==> src/hw/rtl/dts_pkg.sv <==
// shared constants, types and helpers of the delimited token splitter
package dts_pkg;

	localparam int MAX_LEN = 4096;
	localparam int SEP_MAX = 8;
	localparam int POS_W   = $clog2(MAX_LEN + 1);
	localparam int SLOT_W  = $clog2(SEP_MAX);
	localparam int LEN_W   = 4;
	localparam int START_W = 12;
	localparam int PLEN_W  = 13;
	localparam int SEPB_W  = 8 * SEP_MAX;

	localparam logic [7:0] CH_SPACE = 8'h20;
	localparam logic [7:0] CH_TAB   = 8'h09;

	localparam logic [SEPB_W-1:0] SEP_BYTES_RST  = SEPB_W'(44);
	localparam logic [LEN_W-1:0]  SEP_LENGTH_RST = LEN_W'(1);

	typedef enum logic {
		REG_SEP_BYTES  = 1'b0,
		REG_SEP_LENGTH = 1'b1
	} reg_idx_t;

	typedef struct packed {
		logic [7:0] data;
		logic       txt;
	} slot_t;

	typedef struct packed {
		logic               piece_valid;
		logic [START_W-1:0] piece_start;
		logic [PLEN_W-1:0]  piece_length;
		logic               end_of_value;
		logic               any_piece;
		logic               overflow;
	} result_t;

	function automatic logic is_blank(input logic [7:0] b);
		return (b == CH_SPACE) || (b == CH_TAB);
	endfunction

endpackage

==> src/hw/rtl/dts_cell.sv <==
// one window slot: holds a byte and its in-piece text mark, shifts to its neighbor
module dts_cell (
	input  logic          clk,
	input  logic          arst_n,
	input  logic          shift,
	input  logic          clr_txt,
	input  logic          need,
	input  logic [7:0]    want,
	input  dts_pkg::slot_t prev,
	output dts_pkg::slot_t cur,
	output logic          eq
);
	import dts_pkg::*;

	logic [7:0] data_q;
	logic       txt_q;

	always_ff @(posedge clk or negedge arst_n) begin
		if (!arst_n) begin
			txt_q <= 1'b0;
		end else if (clr_txt) begin
			txt_q <= 1'b0;
		end else if (shift) begin
			txt_q <= prev.txt;
		end
	end

	always_ff @(posedge clk) begin
		if (shift) begin
			data_q <= prev.data;
		end
	end

	// compare the byte that lands in this slot on a shift
	assign eq       = !need || (prev.data == want);
	assign cur.data = data_q;
	assign cur.txt  = txt_q;

endmodule

==> src/hw/rtl/dts_out_skid.sv <==
// result register with a skid entry so the input side keeps flowing
module dts_out_skid (
	input  logic             clk,
	input  logic             arst_n,
	input  logic             push,
	input  dts_pkg::result_t push_data,
	output logic             full,
	output logic             out_valid,
	output dts_pkg::result_t out_data,
	input  logic             out_stall
);
	import dts_pkg::*;

	logic    out_vld_q;
	logic    skd_vld_q;
	result_t out_q;
	result_t skd_q;
	logic    pop;

	assign pop = out_vld_q && !out_stall;

	always_ff @(posedge clk or negedge arst_n) begin
		if (!arst_n) begin
			out_vld_q <= 1'b0;
			skd_vld_q <= 1'b0;
		end else if (skd_vld_q) begin
			if (pop) begin
				skd_vld_q <= 1'b0;
			end
		end else if (push) begin
			if (!out_vld_q || pop) begin
				out_vld_q <= 1'b1;
			end else begin
				skd_vld_q <= 1'b1;
			end
		end else if (pop) begin
			out_vld_q <= 1'b0;
		end
	end

	always_ff @(posedge clk) begin
		if (skd_vld_q) begin
			if (pop) begin
				out_q <= skd_q;
			end
		end else if (push) begin
			if (!out_vld_q || pop) begin
				out_q <= push_data;
			end else begin
				skd_q <= push_data;
			end
		end
	end

	assign full      = skd_vld_q;
	assign out_valid = out_vld_q;
	assign out_data  = out_q;

	a_skid_behind_out: assert property (@(posedge clk) disable iff (!arst_n)
		skd_vld_q |-> out_vld_q)
		else $error("skid entry held without a result in the output register");

	a_no_push_when_full: assert property (@(posedge clk) disable iff (!arst_n)
		full |-> !push)
		else $error("word pushed while skid entry occupied");

endmodule

==> src/hw/rtl/delimited_token_splitter.sv <==
// top level: splits a byte stream at a multi-byte separator and trims blanks
// Usage:
//   Input channel (in_valid / in_stall) takes one word per cycle: data_byte with
//   has_byte, and last_item to close the value. Output channel (out_valid /
//   out_stall) gives a word for each separator that ends a non-empty trimmed
//   piece, and one for every word carrying last_item (end_of_value, any_piece).
//   Configuration: cfg_we with cfg_index selects sep_bytes or sep_length; write
//   only while no word is in flight.
//   A result is registered in the output register, else in the skid entry.
//   Throughput: one input word per cycle unless stalled; the separator compare
//   across the eight window cells and the trim search finish in the accepting
//   cycle. Stall: results wait in an output register plus one skid entry;
//   in_stall rises only while the skid entry is occupied.
//   Reset: separator is a single comma, window text marks and per-value
//   state cleared. Values longer than MAX_LEN bytes keep their first MAX_LEN
//   bytes and report overflow on every later result of that value.
module delimited_token_splitter (
	input  logic                          clk,
	input  logic                          arst_n,
	input  logic                          cfg_we,
	input  dts_pkg::reg_idx_t             cfg_index,
	input  logic [dts_pkg::SEPB_W-1:0]    cfg_data,
	input  logic                          in_valid,
	output logic                          in_stall,
	input  logic [7:0]                    data_byte,
	input  logic                          has_byte,
	input  logic                          last_item,
	output logic                          out_valid,
	input  logic                          out_stall,
	output logic                          piece_valid,
	output logic [dts_pkg::START_W-1:0]   piece_start,
	output logic [dts_pkg::PLEN_W-1:0]    piece_length,
	output logic                          end_of_value,
	output logic                          any_piece,
	output logic                          overflow
);
	import dts_pkg::*;

	logic [SEPB_W-1:0] sep_q;
	logic [LEN_W-1:0]  sep_len_q;
	logic [POS_W-1:0]  pos_q;
	logic [POS_W-1:0]  ftp_q;
	logic [POS_W-1:0]  lte_q;
	logic [POS_W-1:0]  maf_q;
	logic              ts_q;
	logic              fa_q;
	logic              ovf_q;

	slot_t             prev_w [SEP_MAX];
	slot_t             cell_w [SEP_MAX];
	logic [7:0]        want_w [SEP_MAX];
	logic [SEP_MAX-1:0] eq_w;
	logic [SEP_MAX-1:0] need_w;
	logic [SEP_MAX-1:0] win_txt;

	logic [LEN_W-1:0]  len;
	logic              acc;
	logic              drop;
	logic              take;
	logic              blank;
	logic              clr;
	logic              hit;
	logic              piece;
	logic              emit;
	logic [POS_W-1:0]  pos_n;
	logic [POS_W-1:0]  ftp_n;
	logic [POS_W-1:0]  lte_c;
	logic [POS_W-1:0]  m_pos;
	logic [POS_W-1:0]  endv;
	logic [POS_W-1:0]  plen;
	logic              ts_n;
	logic              fa_n;
	logic              ovf_n;
	logic [LEN_W-1:0]  lo;
	logic              found;
	logic [SLOT_W-1:0] sel;
	logic              push_full;
	result_t           res_w;
	result_t           out_w;

	// configuration
	always_ff @(posedge clk or negedge arst_n) begin
		if (!arst_n) begin
			sep_q     <= SEP_BYTES_RST;
			sep_len_q <= SEP_LENGTH_RST;
		end else if (cfg_we) begin
			unique case (cfg_index)
				REG_SEP_BYTES:  sep_q     <= cfg_data;
				REG_SEP_LENGTH: sep_len_q <= cfg_data[LEN_W-1:0];
				default:        sep_q     <= sep_q;
			endcase
		end
	end

	assign len   = (sep_len_q > LEN_W'(SEP_MAX)) ? LEN_W'(SEP_MAX) : sep_len_q;
	assign acc   = in_valid && !in_stall;
	assign drop  = has_byte && (pos_q >= POS_W'(MAX_LEN));
	assign take  = acc && has_byte && !drop;
	assign blank = is_blank(data_byte);

	// window chain, slot 0 newest
	assign prev_w[0] = '{data: data_byte, txt: !blank};

	for (genvar s = 0; s < SEP_MAX; s++) begin : g_cell
		logic [LEN_W-1:0] k;
		assign k         = len - LEN_W'(1) - LEN_W'(s);
		assign want_w[s] = sep_q[8*k[SLOT_W-1:0] +: 8];
		assign need_w[s] = LEN_W'(s) < len;
		if (s > 0) begin : g_link
			assign prev_w[s] = cell_w[s-1];
		end
		assign win_txt[s] = take ? prev_w[s].txt : cell_w[s].txt;

		dts_cell u_cell (
			.clk     (clk),
			.arst_n  (arst_n),
			.shift   (take),
			.clr_txt (clr),
			.need    (need_w[s]),
			.want    (want_w[s]),
			.prev    (prev_w[s]),
			.cur     (cell_w[s]),
			.eq      (eq_w[s])
		);
	end

	// trim tracking and match
	assign pos_n = pos_q + POS_W'(take);
	assign ts_n  = ts_q || (take && !blank);
	assign ftp_n = (take && !blank && !ts_q) ? pos_q : ftp_q;
	assign lte_c = (take && cell_w[SEP_MAX-1].txt) ? (pos_q - POS_W'(SEP_MAX - 1)) : lte_q;
	assign hit   = take && (len != '0) && ((pos_n - maf_q) >= POS_W'(len)) && (&eq_w);
	assign m_pos = pos_n - POS_W'(len);
	assign lo    = hit ? len : '0;

	always_comb begin
		found = 1'b0;
		sel   = '0;
		for (int s = SEP_MAX - 1; s >= 0; s--) begin
			if (win_txt[s] && (LEN_W'(s) >= lo)) begin
				found = 1'b1;
				sel   = SLOT_W'(s);
			end
		end
	end

	assign endv  = found ? (pos_n - POS_W'(sel)) : lte_c;
	assign plen  = endv - ftp_n;
	assign piece = hit ? (ts_n && (ftp_n < m_pos))
	                   : (acc && last_item && (len != '0) && ts_n);
	assign fa_n  = fa_q || piece;
	assign ovf_n = ovf_q || (acc && drop);
	assign emit  = acc && (piece || last_item);
	assign clr   = acc && (last_item || hit);

	always_ff @(posedge clk or negedge arst_n) begin
		if (!arst_n) begin
			pos_q <= '0;
			ftp_q <= '0;
			lte_q <= '0;
			maf_q <= '0;
			ts_q  <= 1'b0;
			fa_q  <= 1'b0;
			ovf_q <= 1'b0;
		end else if (acc) begin
			priority if (last_item) begin
				pos_q <= '0;
				ftp_q <= '0;
				lte_q <= '0;
				maf_q <= '0;
				ts_q  <= 1'b0;
				fa_q  <= 1'b0;
				ovf_q <= 1'b0;
			end else if (hit) begin
				pos_q <= pos_n;
				ftp_q <= '0;
				lte_q <= '0;
				maf_q <= pos_n;
				ts_q  <= 1'b0;
				fa_q  <= fa_n;
				ovf_q <= ovf_n;
			end else begin
				pos_q <= pos_n;
				ftp_q <= ftp_n;
				lte_q <= lte_c;
				ts_q  <= ts_n;
				fa_q  <= fa_n;
				ovf_q <= ovf_n;
			end
		end
	end

	// result word
	assign res_w.piece_valid  = piece;
	assign res_w.piece_start  = piece ? ftp_n[START_W-1:0] : '0;
	assign res_w.piece_length = piece ? PLEN_W'(plen) : '0;
	assign res_w.end_of_value = last_item;
	assign res_w.any_piece    = last_item && fa_n;
	assign res_w.overflow     = ovf_n;

	dts_out_skid u_out (
		.clk       (clk),
		.arst_n    (arst_n),
		.push      (emit),
		.push_data (res_w),
		.full      (push_full),
		.out_valid (out_valid),
		.out_data  (out_w),
		.out_stall (out_stall)
	);

	assign in_stall     = push_full;
	assign piece_valid  = out_w.piece_valid;
	assign piece_start  = out_w.piece_start;
	assign piece_length = out_w.piece_length;
	assign end_of_value = out_w.end_of_value;
	assign any_piece    = out_w.any_piece;
	assign overflow     = out_w.overflow;

	a_pos_bound: assert property (@(posedge clk) disable iff (!arst_n)
		pos_q <= POS_W'(MAX_LEN))
		else $error("byte position beyond value limit");

	a_clear_after_last: assert property (@(posedge clk) disable iff (!arst_n)
		(acc && last_item) |=> (pos_q == '0) && !ts_q && !fa_q && !ovf_q)
		else $error("per-value state not cleared after end of value");

	a_hit_resets_text: assert property (@(posedge clk) disable iff (!arst_n)
		(hit && !last_item) |=> !ts_q && (maf_q == pos_q) && (cell_w[0].txt == 1'b0))
		else $error("separator match did not restart the piece");

endmodule

==> config.mk <==
export PLATFORM = sky130hd
export DESIGN_NAME = delimited_token_splitter
export DESIGN_NICKNAME = d
export VERILOG_FILES = /design/src/hw/rtl/dts_pkg.sv /design/src/hw/rtl/dts_cell.sv /design/src/hw/rtl/dts_out_skid.sv /design/src/hw/rtl/delimited_token_splitter.sv
export SDC_FILE = /design/constraint.sdc
export NUM_CORES = 1
export LEC_CHECK = 0
export BUFFER_PORTS_ARGS = -buffer_cell sky130_fd_sc_hd__clkbuf_2
export CELL_PAD_IN_SITES_DETAIL_PLACEMENT = 2
export CELL_PAD_IN_SITES_GLOBAL_PLACEMENT = 2
export CORE_UTILIZATION = 41
export CTS_CLUSTER_DIAMETER = 80
export CTS_CLUSTER_SIZE = 16
export DETAILED_ROUTE_END_ITERATION = 8
export PLACE_DENSITY = 0.9
export SYNTH_ARGS = -nofsm -noshare
export SYNTH_HDL_FRONTEND = slang
export SYNTH_SLANG_ARGS = --single-unit
==> constraint.sdc <==
create_clock -name clk -period 12.69 [get_ports clk]
set_input_delay 2.538 -clock clk [delete_from_list [all_inputs] [get_ports clk]]
set_output_delay 2.538 -clock clk [all_outputs]
set_load 0.02 [all_outputs]
Word-level counts from Yosys, hierarchy flattened
Cells that the tools add are included.
{ "totals": {"elab_cells": 225, "inputBits": 80, "output_inout_bits": 31, "ff_bits": 247} }
{ "classes": {"n_reduce_logical": 68, "n_eq_ne": 12, "n_bitwise": 3, "magnitude_cmp": 20, "n_shift": 8, "addsub": 14, "mux": 62} }
{ "op_table": {"columns": ["cell", "count"], "rows": [
  ["indexed part select 64 x 7 -> 8 bit", 8],
  ["two-way mux 13 bit", 11],
  ["two-way mux 29 bit", 4],
  ["equality test 8 bit", 8],
  ["two-way mux 1 bit", 36],
  ["logical AND 1 bit", 27],
  ["subtractor 13 bit", 2],
  ["two-way mux 3 bit", 8],
  ["greater-or-equal comparator 3 x 4 -> 1 bit, first input constant", 4],
  ["< comparator 3 x 4 -> 1 bit, first input constant", 4],
  ["logical OR 1 bit", 15],
  ["logical NOT 1 bit", 14],
  ["adder 13 x 1 -> 13 bit", 1],
  ["greater-or-equal comparator 13 bit, second input constant", 1],
  ["greater-or-equal comparator 13 x 4 -> 1 bit", 1],
  ["< comparator 13 bit", 1],
  ["subtractor 13 x 3 -> 13 bit", 1],
  ["subtractor 13 x 3 -> 13 bit, second input constant", 1],
  ["subtractor 13 x 4 -> 13 bit", 1],
  ["two-way mux 12 bit", 1],
  ["subtractor 3 bit, second input constant", 4],
  ["AND reduction 3 bit", 3],
  ["equality test 8 x 4 -> 1 bit, second input constant", 1],
  ["equality test 8 x 6 -> 1 bit, second input constant", 1],
  ["other kinds (15)", 29]
]} }

Depth between registers and ports, before layout
Gate-level depths: netlist (run 1).
{ "logic_depth": {"depth_word": 27, "mapped_depth": 49, "depth_no_buf": 45} }

By module
A second synthesis (run 1) with hierarchy kept.
{ "unflattened": {"cells_unflattened": 1384, "area_unflattened_um2": 15675.0} }
{ "by_module_without_submodules": {"columns": ["mod", "seq_area_each_um2", "cells_each", "area_each_um2", "instances"], "rows": [
  ["delimited_token_splitter", 3083.0, 1097, 10348.7, 1],
  ["dts_cell", 265.3, 23, 374.1, 8],
  ["dts_out_skid", 1791.7, 103, 2333.5, 1]
]} }

Worst setup path before layout (run 1)
OpenSTA, ideal clock, no wires.
{ "synth_timing": {"path_type": "input to register", "from": "input in_valid", "to": "register u_out.out_q, in the netlist u_out.out_data[14], data pin", "arrival_time_ns": 11.098, "setup_slack_ns": 1.330, "setup_time_ns": 0.262, "stages": 43, "path_cell_list": "nor2b_1 > nand3b_1 > buf_2 > inv_1 > ha_1 > nand3_1 > or2_2 > clkbuf_1 > nor2_1 > nand3_1 > xor2_1 > inv_1 > ha_1 > inv_1 > a221oi_1 > nand4_1 > a221oi_1 > nand4_1 > (+7 left out) > a211oi_1 > ha_1 > fa_1 > mux2i_1 > ha_1 > nor2b_1 > o21ai_0 > a21oi_1 > o21ai_0 > a21oi_1 > o21ai_0 > a21oi_1 > o21ai_0 > nand2b_1 > a21o_1 > a21oi_1 > xor2_1 > o21ai_0"} }
{ "synth_between": {"elab_chain_cells": 26, "elab_cells_between_ends": 70, "classes_between": "add/sub (5); order compare (10); mux (33); reduce/logical (22)"} }
{ "synth_lines": {"columns": ["element", "line_no", "rtl"], "rows": [
  ["from (decl)", "delimited_token_splitter.sv:23", "input logic in_valid,"],
  ["logical AND 1 bit (*)", "delimited_token_splitter.sv:96", "assign acc = in_valid && !in_stall;"],
  ["logical AND 1 bit (*) (2 in a row)", "delimited_token_splitter.sv:98", "assign take = acc && has_byte && !drop;"],
  ["net g_cell[0].u_cell.shift", "dts_cell.sv:5", "input logic shift,"],
  ["adder 13 x 1 -> 13 bit", "delimited_token_splitter.sv:128", "assign pos_n = pos_q + POS_W'(take);"],
  ["subtractor 13 bit", "delimited_token_splitter.sv:132", "assign hit = take && (len != '0) && ((pos_n - maf_q) >= POS_W'(len)) && (&eq_w);"],
  ["greater-or-equal comparator 13 x 4 -> 1 bit", "delimited_token_splitter.sv:132", null],
  ["logical AND 1 bit (2 in a row)", "delimited_token_splitter.sv:132", null],
  ["two-way mux 4 bit", "delimited_token_splitter.sv:134", "assign lo = hit ? len : '0;"],
  ["(+2 left out)", null, null],
  ["two-way mux 3 bit (8 in a row)", "delimited_token_splitter.sv:140", "if (win_txt[s] && (LEN_W'(s) >= lo)) begin"],
  ["subtractor 13 x 3 -> 13 bit", "delimited_token_splitter.sv:147", "assign endv = found ? (pos_n - POS_W'(sel)) : lte_c;"],
  ["two-way mux 13 bit", "delimited_token_splitter.sv:147", null],
  ["subtractor 13 bit", "delimited_token_splitter.sv:148", "assign plen = endv - ftp_n;"],
  ["two-way mux 13 bit (*)", "delimited_token_splitter.sv:196", "assign res_w.piece_length = piece ? PLEN_W'(plen) : '0;"],
  ["two-way mux 29 bit (*)", "dts_out_skid.sv:47", "if (!out_vld_q || pop) begin"],
  ["two-way mux 29 bit (*)", "dts_out_skid.sv:46", "end else if (push) begin"],
  ["two-way mux 29 bit (*)", "dts_out_skid.sv:42", "if (skd_vld_q) begin"],
  ["to (signal assigned)", "dts_out_skid.sv:44", "out_q <= skd_q;"],
  ["to (signal assigned)", "dts_out_skid.sv:48", "out_q <= push_data;"],
  ["to (decl)", "dts_out_skid.sv:16", "result_t out_q;"]
]} }
Mark *: on every way through the listed nets, which the timed path passes. The rest lies on a longest branch. The select of a mux whose other input is x is not followed.
A chain may end at the register's enable or synchronous reset.

Worst setup path in the final report (run 1)
{ "layout_timing": {"from": "input in_valid", "to": "register u_out.out_q, in the netlist u_out.out_data[15], data pin"} }
Same word-level chain as after synthesis.

==> results of run 1 <==
## sequential cells by signal, summed over array words and instances (netlist names)
signal                count
sep_q                    64
g_cell.u_cell.data_q     56
u_out.out_data           29
u_out.skd_q              29
ftp_q                    13
lte_q                    13
maf_q                    13
pos_q                    13
g_cell.u_cell.txt_q       8
sep_len_q                 4
fa_q                      1
ovf_q                     1
ts_q                      1
u_out.full                1
u_out.out_valid           1
## layer usage
layer,GRT usage,vias to the layer above,wire length [um]
li1,-,5948,-
met3,0.05563,193,4686
met5,0,-,0
met2,0.5328,650,31380
met1,0.3891,7196,25060
met4,0.1293,0,2578
## worst max-delay path: cells and delay by family
family                     cells  cell delay (ns)
adders and majority gates      5             1.77
muxes                          1             0.12
buffers and inverters          6             0.78
AOI/OAI and AO/OA             15             2.88
and+or+nand+nor               15             2.88
xor gates and xnor gates       2             0.86
## worst max-delay path by stage
| stage | endpoint |
|---|---|
| floorplan | u_out.out_data[14] |
| global placement | u_out.out_data[15] |
| global route | u_out.out_data[15] |
| CTS | u_out.out_data[15] |
| finish | u_out.out_data[15] |
| detailed placement | u_out.out_data[15] |
## synthesized netlist by cell type (11+ instances only)
cell type,instances
edfxtp_1,114
mux2i_1,83
nand2_1,119
mux2_2,91
mux4_2,31
nor2b_1,20
nor3_1,28
dfrtp_1,129
xnor2_1,85
o31ai_1,25
a211oi_1,16
inv_1,71
nand3_1,28
xor2_1,55
buf_2,28
ha_1,53
clkbuf_1,55
nand2b_1,17
o22ai_1,56
nor2_1,95
a21o_1,36
nor4_1,11
a21oi_1,75
o21ai_0,74
## kinds of logic (layout without fill, tap and decap cells)
family | after synthesis | count (layout) | share of synthesized area
muxes | 205 | 205 | 0.1560
adders and majority gates | 57 | 57 | 0.04540
DFF | 247 | 247 | 0.4127
xor gates and xnor gates | 142 | 142 | 0.07726
buffers and inverters | 174 | 250 | 0.04540
AOI/OAI and AO/OA | 376 | 376 | 0.1509
and+or+nand+nor | 379 | 379 | 0.1123
## stage by stage
stage               cell area [um2]    util
detailed placement            17360  0.4451
global placement              17360  0.4451
floorplan                     16370       -
finish                        17980  0.4611
global route                  17980  0.4611
CTS                           17980  0.4611
## area by class of cell
| cell class | instances | area, um2 | share of cell area |
|---|---|---|---|
| Multi-Input combinational cell | 1159 | 8901 | 0.4949 |
| Sequential cell | 247 | 6758 | 0.3757 |
| Timing Repair Buffer | 139 | 774.5 | 0.04306 |
| Tap cell | 518 | 648.1 | 0.03604 |
| Clock buffer | 29 | 555.5 | 0.03089 |
| Inverter | 73 | 279.0 | 0.01551 |
| Clock inverter | 9 | 68.82 | 0.003826 |
## where the power goes
| part | leakage, nW | internal, mW | switching (mW) |
|---|---|---|---|
| logic | 4.57 | 0.648 | 1.09 |
| clock network | 0.308 | 0.314 | 0.335 |
| registers | 2.78 | 0.973 | 0.118 |
==> metrics.txt, run 1 <==
# TYPE chip_impl_metric gauge
chip_impl_metric{name="syn-cell-area",unit="um2"} 16370
chip_impl_info{name="rsz0062_at_grt",value="false"} 1
chip_impl_info{name="crit_path_start",value="in_valid"} 1
chip_impl_metric{name="grt_use_total",unit=""} 0.3124
chip_impl_metric{name="ys_warns",unit=""} 0
chip_impl_info{name="critical_path.reg2reg.startpoint",value="sep_len_q[3]"} 1
chip_impl_metric{name="final_cycle_utilization_of_the_critical_path",unit=""} 0.9097
chip_impl_metric{name="hold_ws",unit="ns"} 0.4885
chip_impl_info{name="synthDominantAreaCellType",value="edfxtp_1"} 1
chip_impl_metric{name="mean_post_synth_cell_area",unit="um2"} 10.36
chip_impl_info{name="min-delay-path-class",value="register to register"} 1
chip_impl_metric{name="die_width",unit="um"} 201.8
chip_impl_metric{name="layout_min_cycle_time",unit="ns"} 11.54
chip_impl_metric{name="vdd_drop_max",unit="uV"} 110.2
chip_impl_metric{name="dp.cells",unit=""} 2136
chip_impl_metric{name="antenna_violations_before_repair",unit=""} 0
chip_impl_metric{name="port_buffers",unit=""} 110
chip_impl_metric{name="row_count",unit=""} 72
chip_impl_metric{name="total_power",unit="mW"} 3.482
chip_impl_metric{name="design.final.nets",unit=""} 1778
chip_impl_metric{name="route.detailed.drc",unit=""} 0
chip_impl_metric{name="grt_start_max_net_pins",unit=""} 70
chip_impl_metric{name="postLayoutSetupSlackWorst",unit="ns"} 1.146
chip_impl_metric{name="grt_pass1_wl",unit="um"} 97570
chip_impl_info{name="timing.critical_path.slowest_stage_cell",value="xor2_1"} 1
chip_impl_metric{name="hold-path-cell-count",unit=""} 1
chip_impl_metric{name="synthArstFlopShare",unit=""} 0.5385
chip_impl_info{name="clockRootBuffer",value="clkbuf_16"} 1
chip_impl_metric{name="post_drt_via_cell_ratio",unit=""} 6.434
chip_impl_metric{name="static_leakage",unit="nW"} 7.655
chip_impl_metric{name="core",unit="um2"} 39010
chip_impl_info{name="cp-end-kind",value="register"} 1
chip_impl_info{name="run_status",value="finished clean"} 1
chip_impl_metric{name="post_cts_setup_buffer_count",unit=""} 0
chip_impl_metric{name="routed-via-count",unit=""} 13990
chip_impl_metric{name="endpoint_required_time_on_the_critical_path",unit="ns"} 12.98
chip_impl_metric{name="cap_viol_max_count",unit=""} 0
chip_impl_metric{name="worstPathArrival",unit="ns"} 11.83
chip_impl_metric{name="crit_path_max_fanout",unit=""} 16
chip_impl_metric{name="dp_hpwl",unit="um"} 45110
chip_impl_metric{name="clock_pin_slew_reported_for_the_worst_setup_and_hold_paths_after_clock_tree_synthesis",unit="ns"} 0.08
chip_impl_metric{name="routed_wl",unit="um"} 63710
chip_impl_metric{name="floorplan.die.height",unit="um"} 201.8
chip_impl_metric{name="layout.cells.non_filler",unit=""} 2174
chip_impl_metric{name="hold_buffers",unit=""} 0
chip_impl_metric{name="r2r_slack",unit="ns"} 2.85
chip_impl_metric{name="area_delta_synth_final",unit="%"} 9.851
chip_impl_info{name="timing.rr.end",value="u_out.out_data[15]"} 1
chip_impl_metric{name="drt_first_iter_violations",unit=""} 1203
chip_impl_metric{name="max_slew_margin",unit=""} 0.2116
chip_impl_metric{name="drv_slew",unit=""} 0
chip_impl_metric{name="pin_count",unit=""} 111
chip_impl_metric{name="cts-buffers-inserted",unit=""} 21
chip_impl_metric{name="dpl_worst_slack",unit="ns"} 0.8653
chip_impl_metric{name="first_pass_iters",unit=""} 8
chip_impl_info{name="worst_hold_startpoint",value="ftp_q[12]"} 1
chip_impl_metric{name="power.density_cell_area",unit="nW/um2"} 193.6
chip_impl_metric{name="post-synth-top-area-fraction",unit=""} 0.2091
chip_impl_info{name="synth.top_cells.by_area",value="edfxtp_1, dfrtp_1, mux2_2"} 1
chip_impl_metric{name="ctsResizeCount",unit=""} 0
chip_impl_metric{name="yosys.cell_types.count",unit=""} 83
chip_impl_metric{name="netlist_instances",unit=""} 1580
chip_impl_metric{name="setup_viol",unit=""} 0
chip_impl_info{name="hold-path-endpoint",value="ftp_q[12]"} 1
chip_impl_metric{name="drive_above_1_share",unit=""} 0.1926
chip_impl_metric{name="fill_cells",unit=""} 3999
chip_impl_info{name="most_common_cell_after_layout_fill_and_taps_aside",value="dfrtp_1"} 1
chip_impl_metric{name="n_antenna_cell",unit=""} 0
chip_impl_metric{name="ys_seq_elements",unit=""} 247
chip_impl_metric{name="grt_pass1_vias",unit=""} 15640
chip_impl_metric{name="cts.path.max_buffers",unit=""} 3
chip_impl_metric{name="clkSinkCount",unit=""} 247
chip_impl_metric{name="synth_enable_flop_cells",unit=""} 114
chip_impl_metric{name="antenna_left",unit=""} 0
chip_impl_metric{name="grt-ovfl-total",unit=""} 0
chip_impl_info{name="ys.flop_type",value="dfrtp_1"} 1
chip_impl_metric{name="r2r.worst_path.cells",unit=""} 34
chip_impl_metric{name="drt-wirelength-per-cell",unit="um"} 29.30
chip_impl_info{name="layout.cells.most_common_list",value="dfrtp_1, nand2_1, edfxtp_1"} 1
chip_impl_metric{name="timing.critical_path.slowest_cell_delay",unit="ns"} 0.58
chip_impl_metric{name="initial_utilization",unit=""} 0.4197
chip_impl_metric{name="fmaxAchievable",unit="MHz"} 86.62
chip_impl_metric{name="gp_congestion",unit=""} 0.9124
chip_impl_metric{name="worstSkewPairLatency",unit="ns"} 0.55
chip_impl_metric{name="timing.final.hold_violations",unit=""} 0
chip_impl_metric{name="synth-seq-area-share",unit=""} 0.4127
chip_impl_metric{name="total_negative_slack_for_setup_checks",unit="ns"} 0
chip_impl_info{name="cts_tree",value="done"} 1
chip_impl_info{name="worst-setup-path-type",value="input pin to register"} 1
chip_impl_metric{name="syn_nets",unit=""} 1717
chip_impl_info{name="cp-start-kind",value="input pin"} 1
chip_impl_metric{name="fin_skew",unit="ns"} 0.02239
chip_impl_metric{name="worst-slew-pin-transition",unit="ns"} 1.177
chip_impl_metric{name="htree_levels",unit=""} 1
chip_impl_metric{name="die-area",unit="um2"} 40740
Note: power is estimated with default switching activity, not from simulation.
==> inputs of run 2 (changes only) <==
--- a/config.mk
+++ b/config.mk
@@ -5,14 +5,14 @@
 export SDC_FILE = /design/constraint.sdc
 export NUM_CORES = 1
 export LEC_CHECK = 0
+export ABC_AREA = 1
 export BUFFER_PORTS_ARGS = -buffer_cell sky130_fd_sc_hd__clkbuf_2
 export CELL_PAD_IN_SITES_DETAIL_PLACEMENT = 2
 export CELL_PAD_IN_SITES_GLOBAL_PLACEMENT = 2
-export CORE_UTILIZATION = 41
-export CTS_CLUSTER_DIAMETER = 80
+export CORE_UTILIZATION = 36
 export CTS_CLUSTER_SIZE = 16
 export DETAILED_ROUTE_END_ITERATION = 8
-export PLACE_DENSITY = 0.9
+export PLACE_DENSITY = 0.89
 export SYNTH_ARGS = -nofsm -noshare
 export SYNTH_HDL_FRONTEND = slang
 export SYNTH_SLANG_ARGS = --single-unit
==> run 2 against run 1 <==
Clock skew barely moved. Die area rose by 14%. Combinational power up 17%. Fmax is 3.0% lower. Area after synthesis up 0.19%. Core utilization fell by 4.7 points. Final area increased by 2.7%. Sequential power is essentially flat. Total power is 18% higher. Largest power group unchanged.
==> metrics.txt, run 2 <==
# TYPE chip_impl_metric gauge
chip_impl_info{name="run_status",value="finished clean"} 1
chip_impl_metric{name="dp_hpwl",unit="um"} 48560
chip_impl_metric{name="layout_min_cycle_time",unit="ns"} 11.90
chip_impl_info{name="clockRootBuffer",value="clkbuf_16"} 1
chip_impl_metric{name="syn-cell-area",unit="um2"} 16400
chip_impl_metric{name="largest_reg_flops",unit=""} 64
chip_impl_metric{name="timing.critical_path.slowest_cell_delay",unit="ns"} 0.44
chip_impl_metric{name="pin_count",unit=""} 111
chip_impl_metric{name="grt_use_total",unit=""} 0.3206
chip_impl_metric{name="setup_viol",unit=""} 0
chip_impl_metric{name="mean_post_synth_cell_area",unit="um2"} 7.290
chip_impl_info{name="cp-start-kind",value="input pin"} 1
chip_impl_metric{name="hold_buffers",unit=""} 0
chip_impl_metric{name="swShare",unit=""} 0.4769
chip_impl_metric{name="antenna_left",unit=""} 0
chip_impl_info{name="regMostFlops",value="sep_q"} 1
chip_impl_metric{name="power.density_cell_area",unit="nW/um2"} 222.3
chip_impl_metric{name="syn_nets",unit=""} 2387
chip_impl_metric{name="drt_first_iter_violations",unit=""} 1413
chip_impl_metric{name="grt_pass1_wl",unit="um"} 115100
chip_impl_metric{name="max_slew_margin",unit=""} 0.1423
chip_impl_metric{name="drv_slew",unit=""} 0
chip_impl_metric{name="design.final.nets",unit=""} 2458
chip_impl_metric{name="drt-wirelength-per-cell",unit="um"} 25.32
chip_impl_info{name="worst-setup-path-type",value="input pin to register"} 1
chip_impl_metric{name="synth_enable_flop_cells",unit=""} 114
chip_impl_metric{name="synth-seq-area-share",unit=""} 0.4119
chip_impl_info{name="most_common_cell_after_layout_fill_and_taps_aside",value="nand2_1"} 1
chip_impl_metric{name="cts-buffers-inserted",unit=""} 31
chip_impl_metric{name="routed_wl",unit="um"} 74360
chip_impl_info{name="cts_tree",value="done"} 1
chip_impl_metric{name="ys_seq_elements",unit=""} 247
chip_impl_metric{name="area_delta_synth_final",unit="%"} 12.62
chip_impl_metric{name="initial_utilization",unit=""} 0.3677
chip_impl_metric{name="clkSinkCount",unit=""} 247
chip_impl_info{name="synth.top_cells.by_area",value="edfxtp_1, dfrtp_1, nand2_1"} 1
chip_impl_info{name="ys.flop_type",value="dfrtp_1"} 1
chip_impl_info{name="synthDominantAreaCellType",value="edfxtp_1"} 1
chip_impl_metric{name="total_switching_power",unit="mW"} 1.958
chip_impl_metric{name="power_frac_comb",unit=""} 0.497
chip_impl_metric{name="synthArstFlopShare",unit=""} 0.5385
chip_impl_metric{name="clock_pin_slew_reported_for_the_worst_setup_and_hold_paths_after_clock_tree_synthesis",unit="ns"} 0.07
chip_impl_metric{name="antenna_violations_before_repair",unit=""} 0
chip_impl_metric{name="grt-ovfl-total",unit=""} 0
chip_impl_metric{name="die_width",unit="um"} 215.5
chip_impl_metric{name="worstSkewPairLatency",unit="ns"} 0.60
chip_impl_metric{name="total_negative_slack_for_setup_checks",unit="ns"} 0
chip_impl_metric{name="core",unit="um2"} 44610
chip_impl_metric{name="grt_pass1_vias",unit=""} 18860
chip_impl_info{name="timing.critical_path.slowest_stage_cell",value="nor2_1"} 1
chip_impl_metric{name="vdd_drop_max",unit="uV"} 160.2
chip_impl_metric{name="fill_cells",unit=""} 5128
chip_impl_metric{name="timing.final.hold_violations",unit=""} 0
chip_impl_info{name="layout.cells.most_common_list",value="nand2_1, inv_1, nand3_1"} 1
chip_impl_metric{name="ctsResizeCount",unit=""} 0
chip_impl_info{name="biggestRegsByFlops",value="sep_q x64, g_cell.u_cell.data_q x56"} 1
chip_impl_metric{name="first_pass_iters",unit=""} 6
chip_impl_metric{name="route.detailed.drc",unit=""} 0
chip_impl_metric{name="final_cycle_utilization_of_the_critical_path",unit=""} 0.9375
chip_impl_metric{name="clkPwrFrac",unit=""} 0.242
chip_impl_metric{name="row_count",unit=""} 77
chip_impl_metric{name="endpoint_required_time_on_the_critical_path",unit="ns"} 13.02
chip_impl_metric{name="ys_warns",unit=""} 0
chip_impl_metric{name="routed-via-count",unit=""} 17040
chip_impl_metric{name="cts.path.max_buffers",unit=""} 3
chip_impl_metric{name="post_cts_setup_buffer_count",unit=""} 0
chip_impl_info{name="critical-path-top-cell-by-count",value="nand2_1"} 1
chip_impl_info{name="min-delay-path-class",value="register to register"} 1
chip_impl_metric{name="grt_start_max_net_pins",unit=""} 73
chip_impl_metric{name="post_drt_via_cell_ratio",unit=""} 5.802
chip_impl_metric{name="intPower",unit="mW"} 2.148
chip_impl_metric{name="drive_above_1_share",unit=""} 0.1079
chip_impl_info{name="cp-end-kind",value="register"} 1
chip_impl_metric{name="final_util",unit=""} 0.4142
chip_impl_metric{name="static_leakage",unit="nW"} 9.308
chip_impl_metric{name="cap_viol_max_count",unit=""} 0
chip_impl_metric{name="post-synth-top-area-fraction",unit=""} 0.2087
chip_impl_metric{name="n_antenna_cell",unit=""} 0
chip_impl_metric{name="worstPathArrival",unit="ns"} 12.23
chip_impl_metric{name="fmaxAchievable",unit="MHz"} 84.05
chip_impl_metric{name="yosys.cell_types.count",unit=""} 52
chip_impl_metric{name="worst-slew-pin-transition",unit="ns"} 1.285
chip_impl_metric{name="fin_skew",unit="ns"} 0.02195
chip_impl_metric{name="die-area",unit="um2"} 46420
chip_impl_info{name="rsz0062_at_grt",value="false"} 1
chip_impl_metric{name="port_buffers",unit=""} 110
chip_impl_info{name="synth.cells.most_frequent",value="nand2_1, inv_1, nand3_1, nor2_1, dfrtp_1"} 1
chip_impl_metric{name="crit_path_max_fanout",unit=""} 7
chip_impl_metric{name="netlist_instances",unit=""} 2250
chip_impl_metric{name="gp_congestion",unit=""} 0.9184
chip_impl_info{name="synth.most_common_cell",value="nand2_1"} 1
chip_impl_metric{name="sequentialPowerShare",unit=""} 0.261
chip_impl_metric{name="floorplan.die.height",unit="um"} 215.5
chip_impl_metric{name="htree_levels",unit=""} 1
-- run 2: metrics by stage --
step	worst slack, ns	total power [mW]	area [um2]	hold slack (ns)	instances
floorplan	1.356	2.318	16400	0.4408	2250
global placement	2.092	2.749	17370	0.4440	2880
detailed placement	1.178	2.957	17370	0.4616	2880
CTS	1.065	4.076	18470	0.4786	2937
global route	0.1997	4.304	18470	0.4957	2937
finish	0.7928	4.106	18470	0.4783	2937
-- run 2: worst max-delay path, delay by kind of cell --
family	cells	cell delay (ns)
compound gates	9	1.91
xor+xnor	2	0.38
fa+ha+maj	5	1.37
buf+inv	9	0.94
simple gates	31	5.05
-- run 2: layout make-up --
type / instances / area (um2) / share of cell area
clock buffer: 39 / 865.8 / 0.04687
multi-input combinational: 1639 / 8163 / 0.4419
timing repair buffer: 125 / 669.4 / 0.03623
clock inverter: 18 / 234.0 / 0.01267
inverter: 277 / 1045 / 0.05655
sequential: 247 / 6756 / 0.3657
tap: 592 / 740.7 / 0.04009
-- run 2: final timing paths --
kind,startpoint,end,slack [ns],cells after the start
max,in_valid,u_out.out_data[15],0.79,56
min,g_cell[2].u_cell.data_q[4],g_cell[3].u_cell.data_q[4],0.48,0
max reg2reg,u_out.full,u_out.out_data[15],2.11,56
min reg2reg,g_cell[2].u_cell.data_q[4],g_cell[3].u_cell.data_q[4],0.48,0
max in group asynchronous,arst_n,u_out.full,9.26,2
min in group asynchronous,arst_n,sep_q[7],1.95,1
-- run 2: power by group through the flow --
stage                     clock (mW)  sequential [mW]  combinational [mW]
after floorplan                    0             1.09                1.23
after global placement             0             1.06                1.68
after detailed placement           0             1.08                1.88
after CTS                       1.00             1.07                2.00
after global routing            1.03             1.08                2.20
final                          0.994             1.07                2.04
-- run 2: kinds of logic (layout without fill, tap and decap cells) --
family          Yosys count  count (layout)  synth area share
simple gates           1238            1238            0.3199
compound gates          280             280           0.09428
xor+xnor                 43              43           0.02296
mux                      21              21           0.01411
fa+ha+maj                57              57           0.04531
buf+inv                 364             459           0.09153
flops                   247             247            0.4119
-- run 2: per-layer routing --
layer  vias to the layer above  global-route usage  share of wire
met5                         -                   0              0
li1                       7435                   -              -
met3                       186             0.03777          0.058
met1                      8663              0.4094           0.42
met2                       756              0.5540           0.49
met4                         0              0.1203          0.037
